### src/design/c_subset_lexer_top_defines.svh
// Assertion macros for the C subset lexer.
`ifndef C_SUBSET_LEXER_TOP_DEFINES_SVH
`define C_SUBSET_LEXER_TOP_DEFINES_SVH

`ifndef SYNTH
`define CSL_ASSERT_NOW(lbl, clk_i, rst_i, pre, post) \
  lbl: assert property (@(posedge clk_i) disable iff (!rst_i) (pre) |-> (post)) \
    else $error("c_subset_lexer: assertion failed");
`define CSL_ASSERT_NEXT(lbl, clk_i, rst_i, pre, post) \
  lbl: assert property (@(posedge clk_i) disable iff (!rst_i) (pre) |=> (post)) \
    else $error("c_subset_lexer: assertion failed");
`else
`define CSL_ASSERT_NOW(lbl, clk_i, rst_i, pre, post)
`define CSL_ASSERT_NEXT(lbl, clk_i, rst_i, pre, post)
`endif

`endif

### src/design/csl_pkg.sv
// Types, token codes and keyword table shared by the lexer modules.
package csl_pkg;

  typedef struct packed {
    logic [7:0] ch;
    logic       is_end;
  } in_item_t;

  typedef struct packed {
    logic [2:0]  kind;
    logic [15:0] start_offset;
    logic [15:0] token_length;
    logic [31:0] number_value;
    logic [2:0]  keyword_index;
    logic [7:0]  punct_first;
    logic [7:0]  punct_second;
    logic        last_of_run;
  } out_item_t;

  // Up to two tokens per input item: a pending token, then a fresh one.
  typedef struct packed {
    logic      a_valid;
    out_item_t a;
    logic      b_valid;
    out_item_t b;
  } push_t;

  localparam int Q_DEPTH = 4;
  localparam int QCNT_W  = $clog2(Q_DEPTH + 1);
  localparam int QPTR_W  = $clog2(Q_DEPTH);

  typedef struct packed {
    logic [QCNT_W-1:0] count;
    logic              room;
  } qstat_t;

  typedef enum logic [2:0] {
    MODE_IDLE,
    MODE_NUM,
    MODE_IDENT,
    MODE_HELD,
    MODE_ERROR
  } lex_mode_t;

  localparam logic [2:0] KIND_NUM     = 3'd0;
  localparam logic [2:0] KIND_IDENT   = 3'd1;
  localparam logic [2:0] KIND_KEYWORD = 3'd2;
  localparam logic [2:0] KIND_PUNCT   = 3'd3;
  localparam logic [2:0] KIND_END     = 3'd4;
  localparam logic [2:0] KIND_ERROR   = 3'd5;

  localparam logic [7:0] CH_EQ   = 8'h3D;
  localparam logic [7:0] CH_BANG = 8'h21;
  localparam logic [7:0] CH_LT   = 8'h3C;
  localparam logic [7:0] CH_GT   = 8'h3E;
  localparam logic [7:0] CH_USCORE = 8'h5F;

  localparam int KW_COUNT = 8;

  // Keyword text, first byte in the low byte: return if else for while int sizeof char
  localparam logic [47:0] KW_TEXT [KW_COUNT] = '{
    48'h6E7275746572,
    48'h000000006669,
    48'h000065736C65,
    48'h000000726F66,
    48'h00656C696877,
    48'h000000746E69,
    48'h666F657A6973,
    48'h000072616863
  };
  localparam logic [15:0] KW_LEN [KW_COUNT] = '{
    16'd6, 16'd2, 16'd4, 16'd3, 16'd5, 16'd3, 16'd6, 16'd4
  };

  typedef struct packed {
    logic       hit;
    logic [2:0] idx;
  } kw_hit_t;

  function automatic kw_hit_t kw_lookup(input logic [47:0] prefix, input logic [15:0] len);
    kw_hit_t res;
    res = '0;
    for (int i = KW_COUNT - 1; i >= 0; i--) begin
      if (len == KW_LEN[i] && prefix == KW_TEXT[i]) begin
        res.hit = 1'b1;
        res.idx = 3'(i);
      end
    end
    return res;
  endfunction

endpackage

### src/design/csl_core.sv
// Lexer state and per-byte token logic: one input item per cycle, taken only when accept is high.
module csl_core #(
  parameter int OFFSET_BITS = 16
) (
  input  logic              clk,
  input  logic              rst_n,
  input  logic              accept,
  input  csl_pkg::in_item_t in_item,
  output csl_pkg::push_t    push
);
  import csl_pkg::*;

  localparam logic [OFFSET_BITS-1:0] POS_MAX = '1;

  lex_mode_t              mode_r, mode_nxt;
  logic [OFFSET_BITS-1:0] pos_r, pos_nxt;
  logic [OFFSET_BITS-1:0] tok_start_r, tok_start_nxt;
  logic [31:0]            num_acc_r, num_acc_nxt;
  logic [47:0]            prefix_r, prefix_nxt;
  logic [15:0]            id_len_r, id_len_nxt;
  logic [7:0]             held_r, held_nxt;

  logic [7:0] ch;
  logic       is_end;
  logic c_space, c_digit, c_letter, c_alpha, c_alnum, c_punct, c_hold, c_invalid, c_eq;
  logic cont, pair, flush, fresh;
  logic [35:0] num_sum;
  logic [31:0] num_sat;
  logic [15:0] pos_sat, tok_sat;
  kw_hit_t     kw;

  function automatic logic [15:0] sat16(input logic [OFFSET_BITS-1:0] v);
    logic [OFFSET_BITS+15:0] ext;
    ext = {16'b0, v};
    return (ext[OFFSET_BITS+15:16] != '0) ? 16'hFFFF : ext[15:0];
  endfunction

  assign ch     = in_item.ch;
  assign is_end = in_item.is_end;

  assign c_space   = (ch == 8'h20) || (ch inside {[8'h09:8'h0D]});
  assign c_digit   = ch inside {[8'h30:8'h39]};
  assign c_letter  = ch inside {[8'h41:8'h5A], [8'h61:8'h7A]};
  assign c_alpha   = c_letter || (ch == CH_USCORE);
  assign c_alnum   = c_alpha || c_digit;
  // underscore starts a name, so it never counts as punctuation here
  assign c_punct   = (ch inside {[8'h21:8'h7E]}) && !c_digit && !c_alpha;
  assign c_hold    = ch inside {CH_EQ, CH_BANG, CH_LT, CH_GT};
  assign c_eq      = (ch == CH_EQ);
  assign c_invalid = !c_space && !c_alpha && !c_digit && !c_punct;

  assign cont  = !is_end && (((mode_r == MODE_NUM) && c_digit) ||
                             ((mode_r == MODE_IDENT) && c_alnum));
  assign pair  = !is_end && (mode_r == MODE_HELD) && c_eq;
  assign flush = !cont && !pair &&
                 (mode_r inside {MODE_NUM, MODE_IDENT, MODE_HELD});
  assign fresh = !is_end && (mode_r != MODE_ERROR) && !cont && !pair;

  // acc*10 + digit as two shifted adds, then clamp to 32 bits
  assign num_sum = {1'b0, num_acc_r, 3'b000} + {3'b000, num_acc_r, 1'b0} + {32'b0, ch[3:0]};
  assign num_sat = (num_sum[35:32] != 4'b0) ? 32'hFFFF_FFFF : num_sum[31:0];

  assign pos_sat = sat16(pos_r);
  assign tok_sat = sat16(tok_start_r);
  assign kw      = kw_lookup(prefix_r, id_len_r);

  // next mode
  always_comb begin
    mode_nxt = mode_r;
    if (accept) begin
      if (is_end) begin
        mode_nxt = MODE_IDLE;
      end else if (pair) begin
        mode_nxt = MODE_IDLE;
      end else if (fresh) begin
        if (c_digit) begin
          mode_nxt = MODE_NUM;
        end else if (c_alpha) begin
          mode_nxt = MODE_IDENT;
        end else if (c_punct) begin
          mode_nxt = c_hold ? MODE_HELD : MODE_IDLE;
        end else if (c_space) begin
          mode_nxt = MODE_IDLE;
        end else begin
          mode_nxt = MODE_ERROR;
        end
      end
    end
  end

  // token outputs
  always_comb begin
    push = '0;
    if (accept) begin
      if (pair) begin
        push.a_valid        = 1'b1;
        push.a.kind         = KIND_PUNCT;
        push.a.start_offset = tok_sat;
        push.a.token_length = 16'd2;
        push.a.punct_first  = held_r;
        push.a.punct_second = CH_EQ;
      end else if (flush) begin
        push.a_valid        = 1'b1;
        push.a.start_offset = tok_sat;
        case (mode_r)
          MODE_NUM: begin
            push.a.kind         = KIND_NUM;
            push.a.token_length = id_len_r;
            push.a.number_value = num_acc_r;
          end
          MODE_IDENT: begin
            push.a.kind          = kw.hit ? KIND_KEYWORD : KIND_IDENT;
            push.a.keyword_index = kw.hit ? kw.idx : 3'd0;
            push.a.token_length  = id_len_r;
          end
          default: begin
            push.a.kind         = KIND_PUNCT;
            push.a.token_length = 16'd1;
            push.a.punct_first  = held_r;
          end
        endcase
      end

      if (is_end) begin
        push.b_valid        = 1'b1;
        push.b.kind         = KIND_END;
        push.b.start_offset = pos_sat;
      end else if (fresh && c_punct && !c_hold) begin
        push.b_valid        = 1'b1;
        push.b.kind         = KIND_PUNCT;
        push.b.start_offset = pos_sat;
        push.b.token_length = 16'd1;
        push.b.punct_first  = ch;
      end else if (fresh && c_invalid) begin
        push.b_valid        = 1'b1;
        push.b.kind         = KIND_ERROR;
        push.b.start_offset = pos_sat;
        push.b.token_length = 16'd1;
      end

      push.a.last_of_run = !push.b_valid;
      push.b.last_of_run = 1'b1;
    end
  end

  // data state
  always_comb begin
    pos_nxt       = pos_r;
    tok_start_nxt = tok_start_r;
    num_acc_nxt   = num_acc_r;
    prefix_nxt    = prefix_r;
    id_len_nxt    = id_len_r;
    held_nxt      = held_r;
    if (accept) begin
      if (is_end) begin
        pos_nxt       = '0;
        tok_start_nxt = '0;
        num_acc_nxt   = '0;
        prefix_nxt    = '0;
        id_len_nxt    = '0;
        held_nxt      = '0;
      end else begin
        pos_nxt = (pos_r == POS_MAX) ? pos_r : pos_r + 1'b1;
        if (cont) begin
          if (mode_r == MODE_NUM) begin
            num_acc_nxt = num_sat;
          end else begin
            for (int i = 0; i < 6; i++) begin
              if (id_len_r == 16'(i)) begin
                prefix_nxt[8*i +: 8] = prefix_r[8*i +: 8] | ch;
              end
            end
          end
          id_len_nxt = (id_len_r == 16'hFFFF) ? id_len_r : id_len_r + 16'd1;
        end
        if (pair || (flush && (mode_r == MODE_HELD))) begin
          held_nxt = '0;
        end
        if (fresh) begin
          if (c_digit) begin
            tok_start_nxt = pos_r;
            num_acc_nxt   = {28'b0, ch[3:0]};
            id_len_nxt    = 16'd1;
          end else if (c_alpha) begin
            tok_start_nxt = pos_r;
            prefix_nxt    = {40'b0, ch};
            id_len_nxt    = 16'd1;
          end else if (c_punct && c_hold) begin
            tok_start_nxt = pos_r;
            held_nxt      = ch;
          end
        end
      end
    end
  end

  always_ff @(posedge clk) begin
    if (!rst_n) begin
      mode_r      <= MODE_IDLE;
      pos_r       <= '0;
      tok_start_r <= '0;
      num_acc_r   <= '0;
      prefix_r    <= '0;
      id_len_r    <= '0;
      held_r      <= '0;
    end else begin
      mode_r      <= mode_nxt;
      pos_r       <= pos_nxt;
      tok_start_r <= tok_start_nxt;
      num_acc_r   <= num_acc_nxt;
      prefix_r    <= prefix_nxt;
      id_len_r    <= id_len_nxt;
      held_r      <= held_nxt;
    end
  end

endmodule

### src/design/csl_outq.sv
// Small result queue: up to two tokens in a cycle, at most one out.
module csl_outq (
  input  logic               clk,
  input  logic               rst_n,
  input  csl_pkg::push_t     push,
  input  logic               out_stall,
  output logic               out_valid,
  output csl_pkg::out_item_t out_item,
  output csl_pkg::qstat_t    q_stat
);
  import csl_pkg::*;

  out_item_t         mem_r [Q_DEPTH];
  logic [QPTR_W-1:0] wr_ptr_r, wr_ptr_nxt;
  logic [QPTR_W-1:0] rd_ptr_r, rd_ptr_nxt;
  logic [QCNT_W-1:0] count_r, count_nxt;
  logic [1:0]        n_push;
  logic              pop;
  out_item_t         first;

  assign n_push = {1'b0, push.a_valid} + {1'b0, push.b_valid};
  assign pop    = (count_r != '0) && !out_stall;
  assign first  = push.a_valid ? push.a : push.b;

  assign wr_ptr_nxt = wr_ptr_r + QPTR_W'(n_push);
  assign rd_ptr_nxt = rd_ptr_r + QPTR_W'(pop);
  assign count_nxt  = count_r + QCNT_W'(n_push) - QCNT_W'(pop);

  always_ff @(posedge clk) begin
    if (n_push != 2'd0) begin
      mem_r[wr_ptr_r] <= first;
    end
    if (push.a_valid && push.b_valid) begin
      mem_r[wr_ptr_r + 1'b1] <= push.b;
    end
  end

  always_ff @(posedge clk) begin
    if (!rst_n) begin
      wr_ptr_r <= '0;
      rd_ptr_r <= '0;
      count_r  <= '0;
    end else begin
      wr_ptr_r <= wr_ptr_nxt;
      rd_ptr_r <= rd_ptr_nxt;
      count_r  <= count_nxt;
    end
  end

  assign out_valid    = (count_r != '0);
  assign out_item     = mem_r[rd_ptr_r];
  assign q_stat.count = count_r;
  // two free slots needed, an item can give two tokens
  assign q_stat.room  = (count_r <= QCNT_W'(Q_DEPTH - 2));

endmodule

### src/design/c_subset_lexer_top.sv
// Top level of the C subset lexer: byte in, tokens out.
//
//   channel | direction | handshake          | payload
//   in_     | input     | in_valid/in_stall   | in_item_t  (ch, is_end)
//   out_    | output    | out_valid/out_stall | out_item_t (one token)
//
// At most one byte is taken per cycle; its tokens enter a four-entry queue the
// same edge. A byte yields zero, one or two tokens; the queue hands out at most
// one token a cycle, so the single output port sets the rate when many bytes
// produce two tokens. in_stall rises when fewer than two queue slots are free.
// Reset (rst_n low, synchronous) empties the queue and returns the lexer to idle.
`include "c_subset_lexer_top_defines.svh"

module c_subset_lexer_top #(
  parameter int OFFSET_BITS = 16
) (
  input  logic               clk,
  input  logic               rst_n,
  input  logic               in_valid,
  output logic               in_stall,
  input  csl_pkg::in_item_t  in_item,
  output logic               out_valid,
  input  logic               out_stall,
  output csl_pkg::out_item_t out_item
);
  import csl_pkg::*;

  logic   accept;
  push_t  push;
  qstat_t q_stat;

  assign in_stall = !q_stat.room;
  assign accept   = in_valid && !in_stall;

  csl_core #(
    .OFFSET_BITS(OFFSET_BITS)
  ) u_core (
    .clk    (clk),
    .rst_n  (rst_n),
    .accept (accept),
    .in_item(in_item),
    .push   (push)
  );

  csl_outq u_outq (
    .clk      (clk),
    .rst_n    (rst_n),
    .push     (push),
    .out_stall(out_stall),
    .out_valid(out_valid),
    .out_item (out_item),
    .q_stat   (q_stat)
  );

  `CSL_ASSERT_NOW(a_push_only_on_accept, clk, rst_n, push.a_valid || push.b_valid, accept)
  `CSL_ASSERT_NOW(a_queue_bound, clk, rst_n, 1'b1, q_stat.count <= QCNT_W'(Q_DEPTH))
  `CSL_ASSERT_NEXT(a_end_gives_token, clk, rst_n, accept && in_item.is_end, out_valid)

endmodule

### config.mk
export PLATFORM = sky130hd
export DESIGN_NAME = c_subset_lexer_top
export DESIGN_NICKNAME = d
export VERILOG_FILES = /design/src/design/csl_pkg.sv /design/src/design/csl_core.sv /design/src/design/csl_outq.sv /design/src/design/c_subset_lexer_top.sv
export VERILOG_INCLUDE_DIRS = /design/src /design/src/design
export SDC_FILE = /design/constraint.sdc
export NUM_CORES = 1
export LEC_CHECK = 0
export ABC_AREA = 1
export BUFFER_PORTS_ARGS = -buffer_cell sky130_fd_sc_hd__buf_2
export CAP_MARGIN = 20
export CORE_MARGIN = 1.5
export CORE_UTILIZATION = 45
export CTS_CLUSTER_SIZE = 8
export DETAILED_ROUTE_END_ITERATION = 7
export GPL_ROUTABILITY_DRIVEN = 0
export RECOVER_POWER = 25
export REMOVE_ABC_BUFFERS = 1
export SLEW_MARGIN = 20
export SYNTH_ARGS = -nofsm -noshare
export SYNTH_HDL_FRONTEND = slang
export SYNTH_SLANG_ARGS = --single-unit
### constraint.sdc
create_clock -name clk -period 6.25 [get_ports clk]
set_input_delay 1.25 -clock clk [delete_from_list [all_inputs] [get_ports clk]]
set_output_delay 1.25 -clock clk [all_outputs]
set_load 0.02 [all_outputs]
==> results.md, run 1 <==
- Required @ worst endpoint: 6520 ps
- DRC: 0
- CTS Hold Bufs: 0
- Wire length per cell: 18.78 µm
- Diode count: 0
- Gr usage total: 26.96%
- Setup TNS: 0 ps
- Ys flop type: dfxtp_1
- Final instance area: roughly 0.027 mm²
- Worst hold path class: flop to flop
- RSZ-0062 raised after global routing: false
- Arr. time, crit path: around 5600 ps
- Final Util: 50.57%
- # IOs: about 100
- Post-synth EDFFs: 116
- CTS tree: done
- Failing checks: max-capacitance violations, max-slew violations
- DIE WIDTH: 236.6 µm
- Global route hottest layer: met2
- Layout cells sized above 1: 7.837%
- # rows: 85
- Postcts setup bufs: 0
- Async set-or-reset flop fraction in the synthesized netlist: 0%
- CP startpoint: in_item[1]
- Final nets: 3460
- Rel. slew slack: -100.1%
- Critical path peak fanout: 25
- Warnings from Yosys: 0
- Tcrit/Tclk final: 85.14%
- Cells after synthesis: 3347
- Die Area: 0.05596 mm²
- Post-DR vias/cell: 5.688
- M1 GR Usage: 36.61%
- Worst Tran Pin Value: approximately 3000 ps
- Reg-to-reg startpoint: u_core.mode_r[0]
- Clock Latency Late Sink: roughly 610 ps
- Post-route ant nets: 0
- TritonCTS Sinks: 466
- Clk pin slew, worst setup/hold paths: 50 ps
- Dpl hpwl: 49.15 mm
- Core footprint: 0.05392 mm²
- CP endpoint kind: flop
- # setup viols final: 0
- DR pass1 iterations: 6
- Hold path start: u_outq.mem_r[2][56]
- Most frequent cells in the layout: nand2_1 (786), o21ai_0 (478), dfxtp_1 (348)
- Peak supply drop: 316.6 µV
- Area Growth Syn to Fin: 11.07%
- Clk_skew: approximately 25 ps
- Initial antenna violation count: 4
- Initial DRC count: between 2000 and 2500
- Max Freq: 0.1879 GHz
- FF+latch count, synth: 466
- Post-DP Area: 0.02544 mm²
- Post-synthesis sequential area ratio: 42.73%
- Pins Over Slew Limit: 240
- PortBufs: 98
- Area of the mapped netlist: 0.02455 mm²
- Die Y: 236.6 µm
- Met2 usage: 43.41%
- Final hold slack: between 400 and 500 ps
- Leakage: approximately 0.011 µW
- Final wirelength: 76.80 mm
- Final Hold Viols: 0
- Setup Crit Path Kind: input pin to flop
- Post-synthesis area per instance: around 7.3 µm²
- Final min period: 5321 ps
- Root Driver: clkbuf_16
- Post-cts resize count: 0
- CTS max path bufs: 3
- Startpoint Class: input pin
- Number of global-route vias before repair: between 20000 and 25000
- Routing usage on met3: 5.188%
- Commonest non-fill, non-tap cell in the layout: nand2_1
- Max-Cap Viols: 5
- Status: finished, violations left
- Largest net degree at the start of global routing: 113
- Total gr overflow: 0
- Initial core utilization: 45.53%
- First-pass GRT wire length: 120.6 mm
- Vias after detailed routing: ~23000
- Cell variety after synth: 58
- Pwr Density: 340.7 mW/mm²
- TritonCTS buffer count: 68
- CTS H-tree depth: 3
area by class of cell:
cell class,instances,area [µm²]
Clock buffer,91,1882
Clock inverter,4,50.05
Fill cell,5329,26650
Inverter,276,1046
Multi-Input combinational cell,2424,12210
Sequential cell,466,10500
Tap cell,696,870.8
Timing Repair Buffer,133,708.2
registers in the layout, summed over array words and instances (netlist names), 3 cells and up:
name / count
u_core.prefix_r: 48
u_outq.mem_r: 320
u_core.held_r: 8
u_outq.count_r: 3
u_core.tok_sat: 16
u_core.pos_r: 16
u_core.num_acc_r: 32
u_core.id_len_r: 16
u_core.mode_r: 3
layer usage:
metal | up-vias | wire (µm)
met5 | - | 14
met3 | 151 | 5932
li1 | 11250 | -
met1 | 11000 | 34050
met2 | 864 | 34870
met4 | 2 | 1941
through the flow:
stage,instances,total power (µW),setup WS [ps]
after floorplan,3166,4957,-2807
after global placement,3993,5914,1286
after detailed placement,3994,5954,1162
after CTS,4089,9386,1515
after global routing,4090,9648,742.9
final,4090,9289,928.9
path summary, 6_finish.rpt:
| kind | endpoint | slack, ps | cells after the start |
|---|---|---|---|
| worst max-delay path | u_outq.mem_r[1][70] | 930 | 19 |
| worst max register to register | u_outq.mem_r[1][70] | 960 | 17 |
| worst min register to register | u_outq.mem_r[2][56] | 450 | 2 |
| worst min-delay path | u_outq.mem_r[2][56] | 450 | 2 |
cells in the mapped netlist (all sizes together) (7+ instances only):
master	count	area share, %
nand2	804	13
o211ai	21	0.64
nand3	166	3.5
dfxtp	350	29
ha	75	3.8
a31oi	7	0.18
o22ai	88	2.2
xnor2	11	0.39
inv	275	4.2
o21ai	577	12
buf	37	1.0
clkbuf	146	2.2
a21oi	173	3.6
edfxtp	116	14
xor2	24	0.86
nor2	323	5.2
a211oi	7	0.21
nand3b	7	0.23
nor3	56	1.2
nand4	21	0.60
o21a	29	0.89
where the power goes:
part	leakage [µW]	switching, µW	internal, µW	total (µW)
clock	0.000939	1340	2070	3410
combinational	0.00590	1900	593	2490
sequential	0.00395	124	3260	3390
cells by family (layout without fill, tap and decap cells):
| family | after synthesis | after routing | synth area share, % |
|---|---|---|---|
| buffers and inverters | 459 | 504 | 7.492 |
| other | 1 | 3 | 0.01528 |
| AND/OR/NAND/NOR | 1395 | 1395 | 24.07 |
| AO/OA/AOI/OAI | 913 | 913 | 20.37 |
| XOR/XNOR | 35 | 35 | 1.249 |
| flip-flops | 466 | 466 | 42.73 |
| adder cells (fa/ha/maj) | 78 | 78 | 4.067 |
worst max-delay path, cell delays in order:
cell	delay (ps)
buf_2	240
inv_1	140
nor2_1	130
o21ai_1	100
nand3_2	100
nand2_4	70
nand2_4	110
nand3_4	140
nand2_1	210
nand2_8	180
nand2_4	230
inv_1	360
ha_1	340
nand2_1	110
nor2_1	60
clkbuf_1	180
inv_1	100
clkbuf_1	1210
o21ai_0	300
No activity file was read; power rests on OpenSTA's default activity.
==> inputs of run 2 (changes only) <==
--- a/config.mk
+++ b/config.mk
@@ -10,12 +10,13 @@
 export BUFFER_PORTS_ARGS = -buffer_cell sky130_fd_sc_hd__buf_2
 export CAP_MARGIN = 20
 export CORE_MARGIN = 1.5
-export CORE_UTILIZATION = 45
+export CORE_UTILIZATION = 30
 export CTS_CLUSTER_SIZE = 8
 export DETAILED_ROUTE_END_ITERATION = 7
 export GPL_ROUTABILITY_DRIVEN = 0
 export RECOVER_POWER = 25
 export REMOVE_ABC_BUFFERS = 1
+export SETUP_SLACK_MARGIN = 0.02
 export SLEW_MARGIN = 20
 export SYNTH_ARGS = -nofsm -noshare
 export SYNTH_HDL_FRONTEND = slang
==> results.md, run 2 (synthesized netlist as in run 1, its figures left out) <==
- Critical path peak fanout: 53 (was 25)
- PortBufs: 98 (unchanged)
- TritonCTS Sinks: 466 (unchanged)
- Layout cells sized above 1: 7.914% (was 7.837%)
- Post-DR vias/cell: 5.136 (was 5.688)
- Worst Tran Pin Value: 2916 ps (was 2984 ps)
- CTS Hold Bufs: 0 (unchanged)
- Peak supply drop: 231.7 µV (was 316.6 µV)
- Max Freq: 0.1800 GHz (was 0.1879 GHz)
- Inst Count DP: 4363 (was 3994)
- Max-Cap Viols: 4 (was 5)
- Post-cts resize count: 0 (unchanged)
- Clk pin slew, worst setup/hold paths: 50 ps (about the same)
- Cell Chain, Critical Path: buf_2, nand2_1, nor2_1, o21ai_1, nand3_2, nand2_4, nand2_4, nand3_4, nand2_4, nand2_8, nand2_4, ha_1, nor3_1, inv_2, clkbuf_1, o21ai_0 (was buf_2, inv_1, nor2_1, o21ai_1, nand3_2, nand2_4, nand2_4, nand3_4, nand2_1, nand2_8, nand2_4, inv_1, ha_1, nand2_1, nor2_1, clkbuf_1, inv_1, clkbuf_1, o21ai_0)
- # IOs: 102 (unchanged)
- Slowest-stage cell, CP: clkbuf_1 (unchanged)
- RSZ-0062 raised after global routing: false (unchanged)
- Number of global-route vias before repair: 21660 (was 21940)
- Die Y: 289.1 µm (was 236.6 µm)
- Core footprint: 0.08081 mm² (was 0.05392 mm²)
- Initial core utilization: 30.38% (was 45.53%)
- Failing checks: max-capacitance violations, max-slew violations (unchanged)
- Required @ worst endpoint: 6480 ps (was 6520 ps)
- Worst hold path class: flop to flop (unchanged)
- CTS max path bufs: 3 (unchanged)
- Final min period: 5555 ps (was 5321 ps)
- CTS H-tree depth: 3 (unchanged)
- CP endpoint kind: flop (unchanged)
- Wire length per cell: 16.83 µm (was 18.78 µm)
- Initial antenna violation count: 7 (was 4)
- Area Growth Syn to Fin: 13.25% (was 11.07%)
- TritonCTS buffer count: 68 (unchanged)
- Clk_skew: 48.07 ps (was 25.17 ps)
- Final instance area: 0.02780 mm² (was 0.02727 mm²)
- Startpoint Class: input pin (unchanged)
- DRC: 0 (unchanged)
- Rel. slew slack: -95.45% (was -100.1%)
- Tot Pwr: 9307 µW (was 9289 µW)
- Top reg by flops: u_outq.mem_r (unchanged)
- Commonest non-fill, non-tap cell in the layout: nand2_1 (unchanged)
- Final wirelength: 75.10 mm (was 76.80 mm)
- Filler Cell Count: 8499 (was 5329)
- Clock Latency Late Sink: 630 ps (was 610 ps)
- Final Util: 34.40% (was 50.57%)
- # rows: 104 (was 85)
- Arr. time, crit path: 5790 ps (was 5590 ps)
- Setup Crit Path Kind: input pin to flop (unchanged)
- Dpl hpwl: 48.17 mm (was 49.15 mm)
- Largest net degree at the start of global routing: 82 (was 113)
- Post-DP Area: 0.02593 mm² (was 0.02544 mm²)
- Critical Path Max Stage Delay: 2040 ps (was 1210 ps)
- DR pass1 iterations: 6 (unchanged)
- Registers with the most flip-flops: u_outq.mem_r (320), u_core.prefix_r (48), u_core.num_acc_r (32) (unchanged)
- Leakage: 0.01079 µW (was 0.01078 µW)
- Status: finished, violations left (unchanged)
- Pins Over Slew Limit: 270 (was 240)
- DIE WIDTH: 289.1 µm (was 236.6 µm)
- Tcrit/Tclk final: 88.88% (was 85.14%)
- # setup viols final: 0 (unchanged)
- Total gr overflow: 0 (unchanged)
- Critical path's top delay family: buffers and inverters (unchanged)
- Gr usage total: 17.85% (was 26.96%)
- First-pass GRT wire length: 119.3 mm (was 120.6 mm)
- Final Non-Filler Cells: 4463 (was 4090)
- Pwr Density: 334.7 mW/mm² (was 340.7 mW/mm²)
- Most frequent cells in the layout: nand2_1 (785), o21ai_0 (470), dfxtp_1 (348) (was nand2_1 (786), o21ai_0 (478), dfxtp_1 (348))
- Final Hold Viols: 0 (unchanged)
- Post-route ant nets: 0 (unchanged)
- Initial DRC count: 1996 (was 2114)
- CTS tree: done (unchanged)
- Root Driver: clkbuf_16 (unchanged)
- Most frequent cell on the critical path: nand2_4
- Postcts setup bufs: 0 (unchanged)
- Final nets: 3464 (was 3460)
- CP bufs+invs: 3 (was 6)
- Vias after detailed routing: 22920 (was 23270)
- Max reg flops: 320 (unchanged)
- Die Area: 0.08355 mm² (was 0.05596 mm²)
## run 2: cell type report
class                           instances  area (µm²)  area share, %
Clock buffer                           89        1802          6.481
Inverter                              276        1045          3.758
Tap cell                             1060        1326          4.770
Clock inverter                          7       151.4         0.5446
Multi-Input combinational cell       2424       12260          44.08
Sequential cell                       466       10500          37.75
Timing Repair Buffer                  137       716.9          2.579
Antenna cell                            4       10.01        0.03600
## run 2: routing by layer
| layer | up-vias | track usage (%) | routed length [µm] | part of all wire, % |
|---|---|---|---|---|
| li1 | 11290 | - | - | - |
| met1 | 10750 | 24.49 | 34570 | 46 |
| met2 | 726 | 27.64 | 32920 | 44 |
| met3 | 154 | 3.197 | 5205 | 6.9 |
| met4 | 10 | 7.214 | 2346 | 3.1 |
| met5 | - | 0 | 57 | 0.076 |
## run 2: where the power goes
group	leakage, µW	internal [µW]	switching (µW)
Clock	0.000939	2020	1400
Sequential	0.00395	3260	94.3
Combinational	0.00591	587	1940
## run 2: path summary, 6_finish.rpt
path | cells past startpoint | slack, ps | end | from
setup / recovery | 16 | 700 | u_outq.mem_r[3][52] | in_item[3]
hold / removal | 2 | 450 | u_outq.mem_r[2][66] | u_outq.mem_r[2][66]
setup reg to reg | 18 | 800 | u_outq.mem_r[0][20] | u_core.mode_r[1]
hold reg to reg | 2 | 450 | u_outq.mem_r[2][66] | u_outq.mem_r[2][66]
## run 2: through the flow
step                setup TNS [ps]  setup slack (ps)  hold WS, ps
detailed placement               0             513.4        440.0
CTS                              0              1117        452.5
global placement                 0             701.1        432.7
floorplan                  -705450             -2807        423.1
global route                     0             365.1        464.7
finish                           0             695.2        447.3
## run 2: worst min-delay path, delay by kind of cell, from the launching register on
family	cells	cell delay (ps)
AOI/OAI and AO/OA	1	50
DFF	1	320
and+or+nand+nor	1	50
